[config.mk]
export PLATFORM = sky130hd
export DESIGN_NAME = crc_checked_command_deframer_flat
export DESIGN_NICKNAME = d
export VERILOG_FILES = /design/src/hdl/ccd_pkg.sv /design/src/hdl/ccd_rx_if.sv /design/src/hdl/ccd_res_if.sv /design/src/hdl/ccd_ram.sv /design/src/hdl/ccd_datapath.sv /design/src/hdl/ccd_controller.sv /design/src/hdl/crc_checked_command_deframer.sv /design/src/flat_wrapper.sv
export SDC_FILE = /design/constraint.sdc
export NUM_CORES = 1
export LEC_CHECK = 0
export BUFFER_PORTS_ARGS = -buffer_cell sky130_fd_sc_hd__buf_2
export CAP_MARGIN = 20
export CORE_MARGIN = 1
export CORE_UTILIZATION = 47
export DETAILED_ROUTE_END_ITERATION = 6
export GPL_ROUTABILITY_DRIVEN = 0
export PLACE_DENSITY = 0.73
export REMOVE_ABC_BUFFERS = 1
export SYNTH_ARGS = -nofsm -noshare
export SYNTH_HDL_FRONTEND = slang
export SYNTH_SLANG_ARGS = --single-unit
[constraint.sdc]
create_clock -name clk_i -period 4.4 [get_ports clk_i]
set_input_delay 0.44 -clock clk_i [delete_from_list [all_inputs] [get_ports clk_i]]
set_output_delay 0.44 -clock clk_i [all_outputs]
set_load 0.005 [all_outputs]
[src/hdl/ccd_pkg.sv]
// ----------------------------------------------------------------------------
// Command deframer package
// Types, constants and the CRC-16 byte update shared by the deframer files.
// ----------------------------------------------------------------------------
package ccd_pkg;

  // Number of 16-bit argument slots and the largest payload that fits them.
  localparam int unsigned ARG_SLOTS      = 29;
  localparam int unsigned MAX_PAYLOAD    = 2 * ARG_SLOTS;
  localparam int unsigned FRAME_OVERHEAD = 6;
  localparam int unsigned ARG_IDX_W      = 5;
  // Byte position within a frame never exceeds the longest payload plus five.
  localparam int unsigned POS_W          = 6;

  localparam logic [15:0] CRC_INIT = 16'hFFFF;
  localparam logic [15:0] CRC_POLY = 16'h1021;

  localparam logic [7:0] HEADER_RESET = 8'hAA;

  typedef enum logic [1:0] {
    FS_GOOD    = 2'd0,
    FS_CRC_ERR = 2'd1,
    FS_ODD_LEN = 2'd2
  } frame_status_e;

  typedef enum logic [1:0] {
    ST_RUN,
    ST_READ,
    ST_SHOW
  } ccd_state_e;

  // Commands from the controller to the datapath.
  typedef struct packed {
    logic          accept;
    logic          load_single;
    frame_status_e single_status;
    logic          start_args;
    logic          rd_en;
    logic          load_arg;
  } ccd_cmd_t;

  // Status from the datapath to the controller.
  typedef struct packed {
    logic final_pending;
    logic crc_ok;
    logic odd_len;
    logic no_args;
    logic out_full;
    logic last_arg;
  } ccd_status_t;

  // CRC-16/CCITT-FALSE update over one byte, MSB first.
  function automatic logic [15:0] crc_feed(input logic [15:0] crc, input logic [7:0] b);
    logic [15:0] c;
    c = crc ^ {b, 8'h00};
    for (int k = 0; k < 8; k++) begin
      if (c[15]) begin
        c = {c[14:0], 1'b0} ^ CRC_POLY;
      end else begin
        c = {c[14:0], 1'b0};
      end
    end
    return c;
  endfunction

endpackage

[src/hdl/ccd_rx_if.sv]
// ----------------------------------------------------------------------------
// Received byte channel
// Valid/ready channel that carries one received byte per request.
// ----------------------------------------------------------------------------
interface ccd_rx_if;
  logic       valid;
  logic       ready;
  logic [7:0] rx_byte;

  modport source (output valid, output rx_byte, input ready);
  modport sink   (input valid, input rx_byte, output ready);
endinterface

[src/hdl/ccd_res_if.sv]
// ----------------------------------------------------------------------------
// Deframer result channel
// Valid/ready channel that carries one decoded result per request.
// ----------------------------------------------------------------------------
interface ccd_res_if;
  logic        valid;
  logic        ready;
  logic [1:0]  frame_status;
  logic [15:0] command_code;
  logic [4:0]  argument_count;
  logic [4:0]  argument_index;
  logic [15:0] argument_value;
  logic        argument_valid;
  logic        last_of_frame;

  modport source (output valid, output frame_status, output command_code,
                  output argument_count, output argument_index, output argument_value,
                  output argument_valid, output last_of_frame, input ready);
  modport sink   (input valid, input frame_status, input command_code,
                  input argument_count, input argument_index, input argument_value,
                  input argument_valid, input last_of_frame, output ready);
endinterface

[src/hdl/ccd_ram.sv]
// ----------------------------------------------------------------------------
// Generic single-port-write RAM
// One write port and one read port with a registered, enabled read.
// ----------------------------------------------------------------------------
module ccd_ram #(
  parameter int unsigned WIDTH = 16,
  parameter int unsigned DEPTH = 29
) (
  input  logic                     clk_i,
  input  logic                     we_i,
  input  logic [$clog2(DEPTH)-1:0] waddr_i,
  input  logic [WIDTH-1:0]         wdata_i,
  input  logic                     re_i,
  input  logic [$clog2(DEPTH)-1:0] raddr_i,
  output logic [WIDTH-1:0]         rdata_o
);

  logic [WIDTH-1:0] mem_q [DEPTH];
  logic [WIDTH-1:0] rdata_q;

  // Write port.
  always_ff @(posedge clk_i) begin
    if (we_i) begin
      mem_q[waddr_i] <= wdata_i;
    end
  end

  // Read port; the data holds until the next enabled read.
  always_ff @(posedge clk_i) begin
    if (re_i) begin
      rdata_q <= mem_q[raddr_i];
    end
  end

  assign rdata_o = rdata_q;

endmodule

[src/hdl/ccd_datapath.sv]
// ----------------------------------------------------------------------------
// Command deframer datapath
// Frame parsing registers, running CRC, argument store and result register.
// ----------------------------------------------------------------------------
module ccd_datapath #(
  parameter int unsigned FRAME_BUFFER_BYTES = 64
) (
  input  logic                clk_i,
  input  logic                rst_ni,
  input  logic                cfg_we_i,
  input  logic [7:0]          cfg_wdata_i,
  input  logic [7:0]          rx_byte_i,
  input  logic                out_ready_i,
  input  ccd_pkg::ccd_cmd_t   cmd_i,
  output ccd_pkg::ccd_status_t status_o,
  output logic                out_valid_o,
  output logic [1:0]          frame_status_o,
  output logic [15:0]         command_code_o,
  output logic [4:0]          argument_count_o,
  output logic [4:0]          argument_index_o,
  output logic [15:0]         argument_value_o,
  output logic                argument_valid_o,
  output logic                last_of_frame_o
);

  localparam int unsigned PW = ccd_pkg::POS_W;
  localparam int unsigned AW = ccd_pkg::ARG_IDX_W;

  // Frame parsing state.
  logic [7:0]    header_q;
  logic          in_frame_q, in_frame_d;
  logic [PW-1:0] pos_q, pos_d;
  logic [7:0]    len_q, len_d;
  logic [15:0]   crc_q, crc_d;
  logic [15:0]   cmd_q, cmd_d;
  logic [7:0]    check_hi_q, check_hi_d;
  logic [7:0]    pend_q, pend_d;
  logic [AW-1:0] cnt_q, cnt_d;
  logic [AW-1:0] idx_q, idx_d;

  // Result register.
  logic          out_valid_q, out_valid_d;
  logic [1:0]    status_q, status_d;
  logic [15:0]   ocmd_q, ocmd_d;
  logic [AW-1:0] ocnt_q, ocnt_d;
  logic [AW-1:0] oidx_q, oidx_d;
  logic [15:0]   oval_q, oval_d;
  logic          oargv_q, oargv_d;
  logic          olast_q, olast_d;

  logic          active;
  logic [PW-1:0] p;
  logic [PW-1:0] off;
  logic [8:0]    pos_ext;
  logic [8:0]    len_ext;
  logic          in_body;
  logic          is_check_hi;
  logic          too_long;
  logic [15:0]   crc_base;
  logic          ram_we;
  logic [AW-1:0] ram_waddr;
  logic [15:0]   ram_rdata;

  // Position of the current byte; a header byte while hunting is position zero.
  assign active  = in_frame_q || (rx_byte_i == header_q);
  assign p       = in_frame_q ? pos_q : '0;
  assign pos_ext = {{(9 - PW){1'b0}}, p};
  assign len_ext = in_frame_q ? {1'b0, len_q} : 9'd0;
  assign in_body     = pos_ext < (len_ext + 9'd4);
  assign is_check_hi = pos_ext == (len_ext + 9'd4);
  assign crc_base    = in_frame_q ? crc_q : ccd_pkg::CRC_INIT;
  assign off         = p - PW'(4);
  assign ram_waddr   = off[AW:1];
  assign too_long = (({2'b00, rx_byte_i} + 10'(ccd_pkg::FRAME_OVERHEAD))
                     > 10'(FRAME_BUFFER_BYTES))
                    || ({1'b0, rx_byte_i} > 9'(ccd_pkg::MAX_PAYLOAD));

  // Status towards the controller.
  always_comb begin
    status_o.final_pending = in_frame_q
                             && ({{(9 - PW){1'b0}}, pos_q} == ({1'b0, len_q} + 9'd5));
    status_o.crc_ok   = crc_q == {check_hi_q, rx_byte_i};
    status_o.odd_len  = len_q[0];
    status_o.no_args  = len_q == 8'd0;
    status_o.out_full = out_valid_q;
    status_o.last_arg = idx_q == (cnt_q - AW'(1));
  end

  // Byte-by-byte frame parsing.
  always_comb begin
    in_frame_d = in_frame_q;
    pos_d      = pos_q;
    len_d      = len_q;
    crc_d      = crc_q;
    cmd_d      = cmd_q;
    check_hi_d = check_hi_q;
    pend_d     = pend_q;
    ram_we     = 1'b0;
    if (cmd_i.accept && active) begin
      in_frame_d = 1'b1;
      pos_d      = p + PW'(1);
      if (in_body) begin
        crc_d = ccd_pkg::crc_feed(crc_base, rx_byte_i);
      end
      if (p == PW'(0)) begin
        crc_d = ccd_pkg::crc_feed(ccd_pkg::CRC_INIT, rx_byte_i);
      end else if (p == PW'(1)) begin
        len_d = rx_byte_i;
        if (too_long) begin
          in_frame_d = 1'b0;
        end
      end else if (p == PW'(2)) begin
        cmd_d[15:8] = rx_byte_i;
      end else if (p == PW'(3)) begin
        cmd_d[7:0] = rx_byte_i;
      end else if (in_body) begin
        if (!off[0]) begin
          pend_d = rx_byte_i;
        end else begin
          ram_we = 1'b1;
        end
      end else if (is_check_hi) begin
        check_hi_d = rx_byte_i;
      end else begin
        in_frame_d = 1'b0;
      end
    end
  end

  // Argument counters for the emission of a good frame.
  always_comb begin
    cnt_d = cnt_q;
    idx_d = idx_q;
    if (cmd_i.start_args) begin
      cnt_d = len_q[AW:1];
      idx_d = '0;
    end else if (cmd_i.load_arg) begin
      idx_d = idx_q + AW'(1);
    end
  end

  // Result register loading and release.
  always_comb begin
    out_valid_d = out_valid_q;
    status_d    = status_q;
    ocmd_d      = ocmd_q;
    ocnt_d      = ocnt_q;
    oidx_d      = oidx_q;
    oval_d      = oval_q;
    oargv_d     = oargv_q;
    olast_d     = olast_q;
    if (cmd_i.load_single) begin
      out_valid_d = 1'b1;
      status_d    = cmd_i.single_status;
      ocmd_d      = cmd_q;
      ocnt_d      = '0;
      oidx_d      = '0;
      oval_d      = '0;
      oargv_d     = 1'b0;
      olast_d     = 1'b1;
    end else if (cmd_i.load_arg) begin
      out_valid_d = 1'b1;
      status_d    = ccd_pkg::FS_GOOD;
      ocmd_d      = cmd_q;
      ocnt_d      = cnt_q;
      oidx_d      = idx_q;
      oval_d      = ram_rdata;
      oargv_d     = 1'b1;
      olast_d     = status_o.last_arg;
    end else if (out_ready_i) begin
      out_valid_d = 1'b0;
    end
  end

  // Control registers.
  always_ff @(posedge clk_i or negedge rst_ni) begin
    if (!rst_ni) begin
      header_q    <= ccd_pkg::HEADER_RESET;
      in_frame_q  <= 1'b0;
      pos_q       <= '0;
      len_q       <= '0;
      crc_q       <= ccd_pkg::CRC_INIT;
      cnt_q       <= '0;
      idx_q       <= '0;
      out_valid_q <= 1'b0;
    end else begin
      if (cfg_we_i) begin
        header_q <= cfg_wdata_i;
      end
      in_frame_q  <= in_frame_d;
      pos_q       <= pos_d;
      len_q       <= len_d;
      crc_q       <= crc_d;
      cnt_q       <= cnt_d;
      idx_q       <= idx_d;
      out_valid_q <= out_valid_d;
    end
  end

  // Payload registers.
  always_ff @(posedge clk_i) begin
    cmd_q      <= cmd_d;
    check_hi_q <= check_hi_d;
    pend_q     <= pend_d;
    status_q   <= status_d;
    ocmd_q     <= ocmd_d;
    ocnt_q     <= ocnt_d;
    oidx_q     <= oidx_d;
    oval_q     <= oval_d;
    oargv_q    <= oargv_d;
    olast_q    <= olast_d;
  end

  // Argument store.
  ccd_ram #(
    .WIDTH (16),
    .DEPTH (ccd_pkg::ARG_SLOTS)
  ) u_arg_ram (
    .clk_i   (clk_i),
    .we_i    (ram_we),
    .waddr_i (ram_waddr),
    .wdata_i ({pend_q, rx_byte_i}),
    .re_i    (cmd_i.rd_en),
    .raddr_i (idx_q),
    .rdata_o (ram_rdata)
  );

  assign out_valid_o      = out_valid_q;
  assign frame_status_o   = status_q;
  assign command_code_o   = ocmd_q;
  assign argument_count_o = ocnt_q;
  assign argument_index_o = oidx_q;
  assign argument_value_o = oval_q;
  assign argument_valid_o = oargv_q;
  assign last_of_frame_o  = olast_q;

endmodule

[src/hdl/ccd_controller.sv]
// ----------------------------------------------------------------------------
// Command deframer controller
// Sequences byte intake and the emission of results at frame end.
// ----------------------------------------------------------------------------
module ccd_controller (
  input  logic                 clk_i,
  input  logic                 rst_ni,
  input  logic                 in_valid_i,
  input  logic                 out_ready_i,
  input  ccd_pkg::ccd_status_t status_i,
  output logic                 in_ready_o,
  output ccd_pkg::ccd_cmd_t    cmd_o
);

  ccd_pkg::ccd_state_e state_q, state_d;
  logic accept;
  logic can_load;

  // A final byte is only taken once the result register has room.
  assign in_ready_o = (state_q == ccd_pkg::ST_RUN)
                      && !(status_i.final_pending && status_i.out_full);
  assign accept     = in_valid_i && in_ready_o;
  assign can_load   = !status_i.out_full || out_ready_i;

  // Next state.
  always_comb begin
    state_d = state_q;
    case (state_q)
      ccd_pkg::ST_RUN: begin
        if (accept && status_i.final_pending && status_i.crc_ok
            && !status_i.odd_len && !status_i.no_args) begin
          state_d = ccd_pkg::ST_READ;
        end
      end
      ccd_pkg::ST_READ: begin
        state_d = ccd_pkg::ST_SHOW;
      end
      ccd_pkg::ST_SHOW: begin
        if (can_load) begin
          state_d = status_i.last_arg ? ccd_pkg::ST_RUN : ccd_pkg::ST_READ;
        end
      end
      default: begin
        state_d = ccd_pkg::ST_RUN;
      end
    endcase
  end

  // Commands to the datapath.
  always_comb begin
    cmd_o               = '0;
    cmd_o.single_status = ccd_pkg::FS_GOOD;
    case (state_q)
      ccd_pkg::ST_RUN: begin
        cmd_o.accept = accept;
        if (accept && status_i.final_pending) begin
          if (!status_i.crc_ok) begin
            cmd_o.load_single   = 1'b1;
            cmd_o.single_status = ccd_pkg::FS_CRC_ERR;
          end else if (status_i.odd_len) begin
            cmd_o.load_single   = 1'b1;
            cmd_o.single_status = ccd_pkg::FS_ODD_LEN;
          end else if (status_i.no_args) begin
            cmd_o.load_single = 1'b1;
          end else begin
            cmd_o.start_args = 1'b1;
          end
        end
      end
      ccd_pkg::ST_READ: begin
        cmd_o.rd_en = 1'b1;
      end
      ccd_pkg::ST_SHOW: begin
        cmd_o.load_arg = can_load;
      end
      default: begin
        cmd_o = '0;
      end
    endcase
  end

  always_ff @(posedge clk_i or negedge rst_ni) begin
    if (!rst_ni) begin
      state_q <= ccd_pkg::ST_RUN;
    end else begin
      state_q <= state_d;
    end
  end

endmodule

[src/hdl/crc_checked_command_deframer.sv]
// A result for an error or empty frame is registered in the cycle after the final CRC byte
// is taken; each argument of a good frame is read from the store, then loaded.
// Throughput: one byte per cycle while a frame is collected; input stalls while the
// controller reads the arguments of a good frame out of the argument store, and a final
// CRC byte waits while an earlier result is still held in the result register.
// Reset: asynchronous, active low; the block hunts for a header, which resets to 0xAA.
// ----------------------------------------------------------------------------
// CRC-checked command deframer
// Parses length-prefixed frames with a CRC-16 check and emits their arguments.
// ----------------------------------------------------------------------------
module crc_checked_command_deframer #(
  parameter int unsigned FRAME_BUFFER_BYTES = 64
) (
  input  logic        clk_i,
  input  logic        rst_ni,
  input  logic        cfg_we_i,
  input  logic [7:0]  cfg_wdata_i,
  ccd_rx_if.sink      rx_i,
  ccd_res_if.source   res_o
);

  ccd_pkg::ccd_cmd_t    cmd;
  ccd_pkg::ccd_status_t status;

  // Sequencing of intake and emission.
  ccd_controller u_ctrl (
    .clk_i       (clk_i),
    .rst_ni      (rst_ni),
    .in_valid_i  (rx_i.valid),
    .out_ready_i (res_o.ready),
    .status_i    (status),
    .in_ready_o  (rx_i.ready),
    .cmd_o       (cmd)
  );

  // Parsing, CRC and result storage.
  ccd_datapath #(
    .FRAME_BUFFER_BYTES (FRAME_BUFFER_BYTES)
  ) u_dp (
    .clk_i            (clk_i),
    .rst_ni           (rst_ni),
    .cfg_we_i         (cfg_we_i),
    .cfg_wdata_i      (cfg_wdata_i),
    .rx_byte_i        (rx_i.rx_byte),
    .out_ready_i      (res_o.ready),
    .cmd_i            (cmd),
    .status_o         (status),
    .out_valid_o      (res_o.valid),
    .frame_status_o   (res_o.frame_status),
    .command_code_o   (res_o.command_code),
    .argument_count_o (res_o.argument_count),
    .argument_index_o (res_o.argument_index),
    .argument_value_o (res_o.argument_value),
    .argument_valid_o (res_o.argument_valid),
    .last_of_frame_o  (res_o.last_of_frame)
  );

endmodule

[src/flat_wrapper.sv]
// flat-port wrapper written by rule: the top's interface ports become plain ports
module crc_checked_command_deframer_flat 
#(
  parameter int unsigned FRAME_BUFFER_BYTES = 64
)
  (clk_i, rst_ni, cfg_we_i, cfg_wdata_i, rx_i_valid, rx_i_rx_byte, rx_i_ready, res_o_valid, res_o_frame_status, res_o_command_code, res_o_argument_count, res_o_argument_index, res_o_argument_value, res_o_argument_valid, res_o_last_of_frame, res_o_ready);
  ccd_rx_if rx_i_i ();
  ccd_res_if res_o_i ();
  input  logic clk_i;
  input  logic rst_ni;
  input  logic cfg_we_i;
  input  logic [7:0] cfg_wdata_i;
  input wire logic [$bits(rx_i_i.valid)-1:0] rx_i_valid;
  input wire logic [$bits(rx_i_i.rx_byte)-1:0] rx_i_rx_byte;
  output wire logic [$bits(rx_i_i.ready)-1:0] rx_i_ready;
  output wire logic [$bits(res_o_i.valid)-1:0] res_o_valid;
  output wire logic [$bits(res_o_i.frame_status)-1:0] res_o_frame_status;
  output wire logic [$bits(res_o_i.command_code)-1:0] res_o_command_code;
  output wire logic [$bits(res_o_i.argument_count)-1:0] res_o_argument_count;
  output wire logic [$bits(res_o_i.argument_index)-1:0] res_o_argument_index;
  output wire logic [$bits(res_o_i.argument_value)-1:0] res_o_argument_value;
  output wire logic [$bits(res_o_i.argument_valid)-1:0] res_o_argument_valid;
  output wire logic [$bits(res_o_i.last_of_frame)-1:0] res_o_last_of_frame;
  input wire logic [$bits(res_o_i.ready)-1:0] res_o_ready;
  assign rx_i_i.valid = rx_i_valid;
  assign rx_i_i.rx_byte = rx_i_rx_byte;
  assign rx_i_ready = rx_i_i.ready;
  assign res_o_valid = res_o_i.valid;
  assign res_o_frame_status = res_o_i.frame_status;
  assign res_o_command_code = res_o_i.command_code;
  assign res_o_argument_count = res_o_i.argument_count;
  assign res_o_argument_index = res_o_i.argument_index;
  assign res_o_argument_value = res_o_i.argument_value;
  assign res_o_argument_valid = res_o_i.argument_valid;
  assign res_o_last_of_frame = res_o_i.last_of_frame;
  assign res_o_i.ready = res_o_ready;
  crc_checked_command_deframer #(.FRAME_BUFFER_BYTES(FRAME_BUFFER_BYTES)) u_core (.clk_i(clk_i), .rst_ni(rst_ni), .cfg_we_i(cfg_we_i), .cfg_wdata_i(cfg_wdata_i), .rx_i(rx_i_i), .res_o(res_o_i));
endmodule
**Word level (Yosys, flattened, before mapping)**

Memory sizes are Yosys's and may differ from the RTL's. A register that Yosys moved wholly into a read port is not among the register bits.
Cells that the tools add are included.

- Word-level logic and storage cells: 186
- Bits of input ports: 21
- Memories kept: 1
- Register bits: 130
- Memory bits (writable): 464
- Output and inout bits: 48

- Order comparisons: 3
- Add/subtract/negate cells: 7
- Reduce and logical (&&, ||, !) cells: 30
- Bitwise operators: 24
- Multiplexer cells: 89
- Eq/ne operators: 12

Memory list:

| name | words | bits a word | read ports | clocked after memory_dff | write ports | RTL line | RTL |
|---|---|---|---|---|---|---|---|
| u_core.u_dp.u_arg_ram.mem_q | 29 | 16 | 1 | 1 | 1 | ccd_ram.sv:18 | `logic [WIDTH-1:0] mem_q [DEPTH];` |

Operators with widths:

| operator | number |
|---|---|
| 2-to-1 mux 16 bit | 33 |
| 2-to-1 mux 13 bit | 16 |
| NOT 3 bit | 16 |
| adder 8 x 3 -> 9 bit (second input constant) | 3 |
| 2-to-1 mux 1 bit | 27 |
| equality test 6 x 9 -> 1 bit | 2 |
| equality test 16 bit | 1 |
| NOT 16 bit | 1 |
| bitwise XOR 16 bit | 1 |
| 2-to-1 mux 5 bit | 3 |
| AND reduction 7 bit | 2 |
| equality test 6 x 2 -> 1 bit (second input constant) | 2 |
| 2-to-1 mux 2 bit | 5 |
| greater-than comparator 9 x 7 -> 1 bit (second input constant) | 1 |
| logical AND 1 bit | 9 |
| less-than comparator 6 x 9 -> 1 bit | 1 |
| equality test 8 bit | 1 |
| greater-than comparator 8 x 6 -> 1 bit (second input constant) | 1 |
| zero test 8 bit | 1 |
| 2-to-1 mux 8 bit | 1 |
| adder 6 x 1 -> 6 bit (second input constant) | 1 |
| equality test 6 x 1 -> 1 bit (second input constant) | 1 |
| zero test 6 bit | 1 |
| 2-to-1 mux 6 bit | 1 |
| 21 further kinds | 34 |

**Longest topological paths before layout**

Gate-level depths: netlist of run 1.

- Depth after elaboration: 40
- Mapped depth: 15
- Mapped depth without buffers: 10

**By module**

A second synthesis of run 1 with hierarchy kept.

- Cells, all modules: 1428
- Area, all modules: 24991.5 sq um

By module, submodules not included:

| module | cells each | instances | seq. area each (sq um) | area each (sq um) |
|---|---|---|---|---|
| ccd_ram | 869 | 1 | 14413.8 | 18425.2 |
| ccd_datapath | 538 | 1 | 3338.2 | 6388.6 |
| ccd_controller | 21 | 1 | 50.0 | 177.7 |

**Worst setup path after synthesis of run 1**

No wires, ideal clock.

- Kind: reg-to-reg
- Start: register u_core.u_dp.in_frame_q
- End: memory u_core.u_dp.u_arg_ram.mem_q[28][0] (enable)
- Path slack: -0.035 ns
- Setup time: 0.413 ns
- Buffers on the path: 3
- Arrival: 4.022 ns
- Data required time: 3.987 ns
- Stages on the path, launching flop included: 13
- Clock period less this slack: 4.435 ns
- Path through: dfrtp_1 clkbuf_1 clkbuf_1 clkbuf_1 and2_1 ha_1 xor2_1 ha_1 a21o_1 a21oi_1 a32oi_1 nor4_1 nor3b_1

- Longest elaborated chain between the ends: 11
- Elaborated cells on any way between the ends: 26
- Classes of those cells: add/sub (2); order compare (1); eq/ne (3); mux (12); reduce/logical (8)

Ends and longest elaborated chain:

| item | RTL line | RTL |
|---|---|---|
| start: declaration | ccd_datapath.sv:31 | `logic in_frame_q, in_frame_d;` |
| start signal: assignment | ccd_datapath.sv:190 | `in_frame_q <= in_frame_d;` |
| 2-to-1 mux 8 bit or 2-to-1 mux 6 bit (tied branches) | ccd_datapath.sv:68, ccd_datapath.sv:66 |  |
| adder 8 x 3 -> 9 bit or subtractor 6 x 3 -> 6 bit (tied branches) | ccd_datapath.sv:69, ccd_datapath.sv:72 |  |
| less-than comparator 6 x 9 -> 1 bit or 2-to-1 mux 1 bit (tied branches) | ccd_datapath.sv:69, ccd_datapath.sv:117 |  |
| 2-to-1 mux 1 bit | ccd_datapath.sv:116 | `end else if (in_body) begin` |
| 2-to-1 mux 1 bit | ccd_datapath.sv:114 | `end else if (p == PW'(3)) begin` |
| 2-to-1 mux 1 bit | ccd_datapath.sv:112 | `end else if (p == PW'(2)) begin` |
| 2-to-1 mux 1 bit | ccd_datapath.sv:107 | `end else if (p == PW'(1)) begin` |
| 2-to-1 mux 1 bit | ccd_datapath.sv:105 | `if (p == PW'(0)) begin` |
| 2-to-1 mux 1 bit | ccd_datapath.sv:99 | `if (cmd_i.accept && active) begin` |
| 2-to-1 mux 1 bit | ccd_ram.sv:23 | `if (we_i) begin` |
| 2-to-1 mux 1 bit (not written as such) | ccd_ram.sv:24 | `mem_q[waddr_i] <= wdata_i;` |
| end: declaration | ccd_ram.sv:18 |  |

Parallel ways exist; a longest one is shown, timed or not.

**Worst setup path in the final report of run 1**

- Start: register u_core.u_dp.len_q[0]
- End: output rx_i_ready

- Longest elaborated chain between the ends: 6

Ends and longest elaborated chain:

| item | RTL line | RTL |
|---|---|---|
| start: declaration | ccd_datapath.sv:33 | `logic [7:0] len_q, len_d;` |
| start signal: assignment | ccd_datapath.sv:192 | `len_q <= len_d;` |
| adder 8 x 3 -> 9 bit | ccd_datapath.sv:81 | `&& ({{(9 - PW){1'b0}}, pos_q} == ({1'b0, len_q} + 9'd5));` |
| equality test 6 x 9 -> 1 bit | ccd_datapath.sv:81 |  |
| logical AND 1 bit | ccd_datapath.sv:81 |  |
| logical AND 1 bit | ccd_controller.sv:21 | `&& !(status_i.final_pending && status_i.out_full);` |
| zero test 1 bit | ccd_controller.sv:21 |  |
| logical AND 1 bit | ccd_controller.sv:21 |  |
| end: declaration | flat_wrapper.sv:15 | `output wire logic [$bits(rx_i_i.ready)-1:0] rx_i_ready;` |

Every way passes these cells.

==> summary.md, run 1 <==
Setup repair after global routing left no endpoint under its margin. Clock skew on the completed layout was measured at 0.02413 ns. The number of port buffers is 68. The via-per-instance ratio was 5.742; the largest net degree at the start of global routing was 75. Global routing consumed, over all layers together, 19.99% of the routing resources. Sequential cells were found to cover 72.32% of the synthesized design area. Yosys instantiated no cell more often than sky130_fd_sc_hd__edfxtp_1.

The first global-routing pass estimated 78790 um of wire. The logs give 0.62 ns for the later-pin clock latency in the skew report and 0.2763 GHz for the maximum clock frequency. The worst path needs 3.619 ns of the cycle, external delays included.

The kind of launch point of the worst setup path is a flip-flop. Critical setup path kind: reg2out. Measured along the x axis, the die boundary spans 230.9 um. Measured against its own limit, the worst slew margin works out to 24.30%. The clock sink total was 610; the power density over the cells was 511.2 nW/um^2. For the die outline area, the log shows 53290 um^2.

The number of enable-type register cells in the synthesized netlist is 530. After synthesis, the mean cell area works out to 19.14 um^2. The run gives 1449 as the net total in the final layout. Main flop type after synthesis: sky130_fd_sc_hd__edfxtp_1. 0 antenna diodes ended up in the layout. After synthesis the cells add up to 24610 um^2.

Core outline area: 51510 um^2. TritonCTS built the clock tree. The largest fanout on the critical path was 7; the cell depth of the worst hold path was 2. The logs give 0.0002895 V for the peak supply drop and 0 for the post-CTS resize count. After layout, the worst path uses 82.25% of the clock period. For this design the static power due to leakage is 9.375 nW. The slowest stage of the critical path belongs to the cell sky130_fd_sc_hd__nor4b_1. After synthesis, the most frequently instantiated cells are sky130_fd_sc_hd__edfxtp_1 (530), sky130_fd_sc_hd__mux4_2 (144), sky130_fd_sc_hd__nor2_1 (90).

The path class of the tightest hold or removal check is in2reg. The initial utilization of the core area, before any placement, comes to 47.79%. Counting every instance in the synthesized netlist gives 1286. Count of distinct cell types in the synthesized netlist: 59. The Yosys step of the flow raised 0 warnings.

The endpoint kind of the worst setup timing path was a primary output. The tools report the count of H-tree levels built during CTS as 2. The post-route non-filler standard cell count was 2138. The run finished with clean final reports.

The post-synthesis sequential element count was 610; the share of final-layout standard cells stronger than drive strength 1 was 30.52%. For the number of antenna violations at the first check in global routing, the log shows 3. The top cell type by total area after synthesis was sky130_fd_sc_hd__edfxtp_1. In the routed design, unresolved DRC markers number 0. The number of global-route vias before repair is 12490, and the average detailed-routed wire length per instance is 24.29 um. Setup violations remaining at the end of the flow were counted as 0.

In this run the clock root is driven by a sky130_fd_sc_hd__clkbuf_16. The die is 230.9 um tall. Arrival time at the worst endpoint: 3.18 ns. The sum of routed wire length over all layers came out at 51940 um. By area the synthesized netlist is led by sky130_fd_sc_hd__edfxtp_1 (65%), sky130_fd_sc_hd__mux4_2 (13%), sky130_fd_sc_hd__dfrtp_1 (3.3%). The final antenna-violating net count is 0. Summing over every cut layer, the via total after detailed routing is 12280. Cell count after placement: 2026. The critical path goes through ha_1, o2111a_1, nor4_2, a31oi_1, nor4b_1, nor3_1, buf_2. On the worst path, the slowest cell contributes a delay of 0.91 ns. No sink is reached through more buffers than the 3 on the longest clock path. The run gives 0 as the count of endpoints failing hold in the final timing report. For the pin with the worst max-slew slack, the measured transition is 1.135 ns.

Max-cap violations in this run came to 0. The tools report the required time of the critical path as 3.96 ns. The site row count came out at 83. The synthesized design devotes to its leading area cell type 64.66% of total area. The clock-pin slew on the worst setup and hold paths works out to 0.06 ns. Before antenna repair, the detailed router went through 5 iterations. Cells fill 54.44% of the core in the end.

The number of slew-limit violations in the final report is 0, and the global route total overflow is 0. Synthesis-to-layout area growth: 13.92%. In this run, CTS created clock tree buffers numbering 58. After legalization and detailed placement, the total HPWL measured 31540 um.

The number of design-rule violations left by the first detailed-router iteration is 1138. The worst reg-to-reg path cell count is 12, and the fraction of synthesis flops using an asynchronous set or reset pin is 8.525%. The number of placed I/O pins was 69.
[metrics by stage]
stage | setup slack (ns) | hold WS, ns | area [um^2] | total power, mW | TNS [ns]
2_1_floorplan | -1.673 | 0.1444 | 24330 | 8.744 | -32.56
3_3_place_gp | 1.049 | 0.4017 | 26040 | 9.392 | 0
3_5_place_dp | 0.8873 | 0.4045 | 26070 | 9.465 | 0
4_1_cts | 0.8200 | 0.04020 | 27990 | 14.37 | 0
5_1_grt | 0.5377 | 0.05271 | 28040 | 14.92 | 0
6_report | 0.7810 | 0.06633 | 28040 | 14.34 | 0
[logic make-up (layout without fill, tap and decap cells)]
group	Yosys count	after routing	synth area share, %
muxes	218	218	16.46
AOI/OAI and AO/OA	60	60	1.627
DFF	610	610	72.32
and+or+nand+nor	205	205	4.102
xor gates and xnor gates	85	85	3.024
buffers and inverters	89	261	1.494
adders and majority gates	19	19	0.9658
[critical path: cells and delay by family, from the launching register on]
kind	cells	cell delay, ns
AO/OA/AOI/OAI	2	0.39
adder cells (fa/ha/maj)	1	0.28
buffers and inverters	1	0.17
flip-flops	1	0.47
AND/OR/NAND/NOR	3	1.27
[sequential cells by signal, indices dropped and copies added (netlist names), 8 cells and up]
name	flops
u_core.u_dp.argument_value_o	16
u_core.u_dp.check_hi_q	8
u_core.u_dp.cmd_q	16
u_core.u_dp.command_code_o	16
u_core.u_dp.crc_q	16
u_core.u_dp.header_q	8
u_core.u_dp.len_q	8
u_core.u_dp.pend_q	8
u_core.u_dp.u_arg_ram.mem_q	464
u_core.u_dp.u_arg_ram.rdata_o	16
[routing by layer]
| layer | routed length, um | global-route usage [%] |
|---|---|---|
| met4 | 942 | 4.967 |
| met1 | 21950 | 27.96 |
| met5 | 13 | 0 |
| met3 | 3766 | 4.484 |
| met2 | 25260 | 31.93 |
[final timing paths]
check	start	end	slack, ns
worst max-delay path	u_core.u_dp.len_q[0]	rx_i_ready	0.78
worst min-delay path	cfg_wdata_i[2]	u_core.u_dp.header_q[2]	0.07
worst max register to register	u_core.u_dp.in_frame_q	u_core.u_dp.u_arg_ram.mem_q[2][5]	0.83
worst min register to register	u_core.u_dp.cmd_q[1]	u_core.u_dp.command_code_o[1]	0.41
max in group asynchronous	rst_ni	u_core.u_dp.idx_q[1]	3.17
min in group asynchronous	rst_ni	u_core.u_dp.header_q[2]	0.37
[layout by cell type (no fill, tap or decap), drive strengths merged, types with 7 or more instances in the layout]
cell type  count
edfxtp       530
mux4         144
buf          130
nor2          90
clkbuf        83
xnor2         55
mux2          46
dfrtp         32
xor2          30
mux2i         28
dfxtp         28
nand2         27
a21oi         23
inv           23
dfstp         20
ha            19
clkinv        17
nand3         16
o21ai         12
nand2b        11
nor4          11
nand4         10
nor3           7
[report_power, final]
part	internal (mW)	switching (mW)	total (mW)
Sequential	6.79	0.454	7.25
Clock	2.85	2.06	4.92
Combinational	0.946	1.23	2.17
[repair_timing]
item / in CTS / in global routing
hold buffers: 1 / 0
endpoints found under the hold margin: 4 / 0
buffers inserted: 0 / 0
[area by class of cell]
type                            count  area, um^2
Clock buffer                       83        1658
Clock inverter                     26       247.7
Fill cell                        3888       23470
Inverter                           21       78.83
Multi-Input combinational cell    587        6469
Sequential cell                   610       17810
Tap cell                          680       850.8
Timing Repair Buffer              131       925.9
No activity file was read; power rests on OpenSTA's default activity.
==> run 2: changes to the inputs <==
- PLACE_DENSITY: 0.73 -> 0.71
- clock period: 4.4 -> 3.5 ns (I/O delays scaled with it)
==> run 2 against run 1 <==
Clock power grew 26%. Non-clock buffer count up 44. Highest routed layer is now met4. Largest power group unchanged. First-iteration DRC count is 24% higher.
==> summary.md, run 2 (synthesis gave the netlist of run 1 again) <==
The flow ran to the end, and the final reports show no timing, DRC or antenna violations. Commonest cells after routing, fill and taps aside: sky130_fd_sc_hd__edfxtp_1 (530), sky130_fd_sc_hd__mux4_2 (144), sky130_fd_sc_hd__buf_4 (90) (was sky130_fd_sc_hd__edfxtp_1 (530), sky130_fd_sc_hd__mux4_2 (144), sky130_fd_sc_hd__nor2_1 (89)). The tools report the effective utilization at floorplan as 47.79% (unchanged). The tools report the number of iterations in the first detailed-routing pass as 5 (unchanged).

Average detailed-routed wire length per instance: 24.87 um (was 24.29 um). The endpoint kind of the worst setup timing path was a primary output (unchanged). The number of max-cap violations is 0 (unchanged), and the clock sink total is 610 (unchanged). Height of the die: 230.9 um (unchanged). The number of port buffers came out at 68 (unchanged). For the number of slew-limit violations in the final report, the log shows 0 (unchanged). The tools report the arrival time at the worst endpoint as 2.88 ns (was 3.18 ns). The fraction of the cycle the final worst path needs works out to 92.15%.

The die outline area was 53290 um^2 (unchanged); the number of antenna violations at the first check in global routing was 3 (unchanged). The number of global-route vias before repair was 12750 (was 12490). The run gives 55.09% (was 54.44%) as the end-of-flow core utilization. Count of endpoints failing hold in the final timing report: 0 (unchanged). The tools report the headroom to the max-slew limit as 34.87% (was 24.30%). The share of final-layout standard cells stronger than drive strength 1 is 32.25% (was 30.52%), and the DRC violations left is 0 (unchanged). The required time of the critical path was 3.15 ns (was 3.96 ns). The met1 wire length was 22610 um (was 21950 um).

Most common cell after layout, fill and taps aside: sky130_fd_sc_hd__edfxtp_1 (unchanged). The number of placed I/O pins is 69 (unchanged). The transition time of the tightest slew-check pin was 0.9690 ns (was 1.135 ns). For the total power, the log shows 18.25 mW (was 14.34 mW). Critical setup path kind: reg2out (unchanged). The via-per-instance ratio works out to 5.685 (was 5.742).

The peak supply drop is 0.0004460 V (was 0.0002895 V). The post-route minimum period is 3.225 ns. The placed cell area is 26350 um^2 (was 26070 um^2), and the count of H-tree levels built during CTS is 2 (unchanged). For the TritonCTS buffer count, the log shows 57 (was 58). The kind of launch point of the worst setup path was a flip-flop (unchanged). For the site row count, the log shows 83 (unchanged). The wire length on met3 is 3310 um (was 3766 um). Static timing analysis puts the maximum clock frequency at 0.3101 GHz. The logs give 0.3270 ns (was 0.8873 ns) for the pre-CTS setup slack and 20.83% (was 19.99%) for the total routing usage reported by global routing. The clock-pin slew on the worst setup and hold paths was 0.06 ns (about the same). The diode insertion count for antenna repair was 0 (unchanged). The logs give 81320 um (was 78790 um) for the global-route wire length before repair and 0 (unchanged) for the final antenna-violating net count. The logs give 0 (unchanged) for the setup-violating endpoint count in the final report and 26750 um (was 25260 um) for the total met2 wirelength after detailed routing. For the tightest hold margin, the log shows 0.04664 ns (was 0.06633 ns).

The via count was 12400 (was 12280); the largest net degree at the start of global routing was 40 (was 75). TritonCTS built the clock tree. The highest metal layer with signal wires was met4 (was met5).

The core outline area was 51510 um^2 (unchanged). The clock root buffer was sky130_fd_sc_hd__clkbuf_16 (unchanged). The later-pin clock latency in the skew report was 0.62 ns (about the same). The final worst slack came out at 0.2749 ns (was 0.7810 ns). The sum of routed wire length over all layers was 54240 um (was 51940 um). The global route total overflow came out at 0 (unchanged). The post-detailed-placement half-perimeter wirelength is 34400 um (was 31540 um). The path type of the worst min-delay path is in2reg (unchanged). The die outline width was 230.9 um (unchanged). Final non-filler cell area: 28370 um^2 (was 28040 um^2).

The synthesis-to-layout area growth was 15.27% (was 13.92%). The largest fanout on the critical path is 7 (unchanged). The leakage power summed over all cells was 9.585 nW (was 9.375 nW). The flip-flop count of the largest register after layout is 464 (unchanged).

The power density over the cells came out at 643.3 nW/um^2 (was 511.2 nW/um^2). For the summed negative setup slack over all endpoints, the log shows 0 ns (unchanged). Setup repair after global routing left no endpoint under its margin. For the maximum count of clock buffers along a single path, the log shows 3 (unchanged).

The number of design-rule violations left by the first detailed-router iteration was 1411 (was 1138). For the net total in the final layout, the log shows 1492 (was 1449). The cell count after placement came out at 2062 (was 2026).

The logs give 0.02280 ns (was 0.02413 ns) for the setup skew after layout and 2181 (was 2138) for the post-route non-filler standard cell count. The tools report the post-CTS resize count as 0 (unchanged). The register with the most flip-flops was u_core.u_dp.u_arg_ram.mem_q (unchanged).
run 2: changes by cell type in the layout (fill, tap and decap cells not counted), sizes merged:
cell / delta
bufinv: +1
inv: -1
dlygate4sd3: +8
buf: +36
clkinv: +9
clkbuf: -10
run 2: worst paths after layout:
kind / from / to / slack (ns) / cells after the start
worst max-delay path: u_core.u_dp.len_q[0] / rx_i_ready / 0.27 / 8
worst min-delay path: res_o_ready / u_core.u_ctrl.state_q[1] / 0.05 / 3
worst max register to register: u_core.u_dp.in_frame_q / u_core.u_dp.u_arg_ram.mem_q[10][3] / 0.28 / 12
worst min register to register: u_core.u_dp.cmd_q[7] / u_core.u_dp.command_code_o[7] / 0.42 / 0
max in group asynchronous: rst_ni / u_core.u_dp.header_q[7] / 2.34 / 3
min in group asynchronous: rst_ni / u_core.u_dp.header_q[4] / 0.30 / 2
run 2: area by class of cell:
cell class / instances / area, um^2
Tap cell: 680 / 850.8
Fill cell: 3864 / 23130
Timing Repair Buffer: 175 / 1269
Clock inverter: 35 / 337.8
Sequential cell: 610 / 17810
Multi-Input combinational cell: 587 / 6469
Clock buffer: 73 / 1558
Inverter: 21 / 78.83
run 2: layer usage:
layer | vias to the layer above | GRT usage (%)
met3 | 79 | 3.718
met1 | 6465 | 28.41
met2 | 427 | 33.77
li1 | 5428 | -
met5 | - | 0
met4 | 0 | 7.368
run 2: critical path: stages (launching register included):
cell                      delay (ns)
sky130_fd_sc_hd__dfrtp_1        0.52
sky130_fd_sc_hd__inv_1          0.09
sky130_fd_sc_hd__ha_1           0.33
sky130_fd_sc_hd__xor2_1         0.16
sky130_fd_sc_hd__nor4b_2        0.20
sky130_fd_sc_hd__o21ai_0        0.17
sky130_fd_sc_hd__nor4b_1        0.54
sky130_fd_sc_hd__nor3_1         0.10
sky130_fd_sc_hd__buf_2          0.15
run 2: power breakdown:
group / switching (mW) / internal (mW) / total [mW]
logic: 1.92 / 1.26 / 3.17
clock network: 2.67 / 3.53 / 6.20
registers: 0.354 / 8.53 / 8.88
run 2: timing repair:
action                                 in CTS  in global routing
setup endpoints to repair                   0                  0
buffers inserted                            0                  0
hold buffers                                9                  0
endpoints found under the hold margin      16                  0
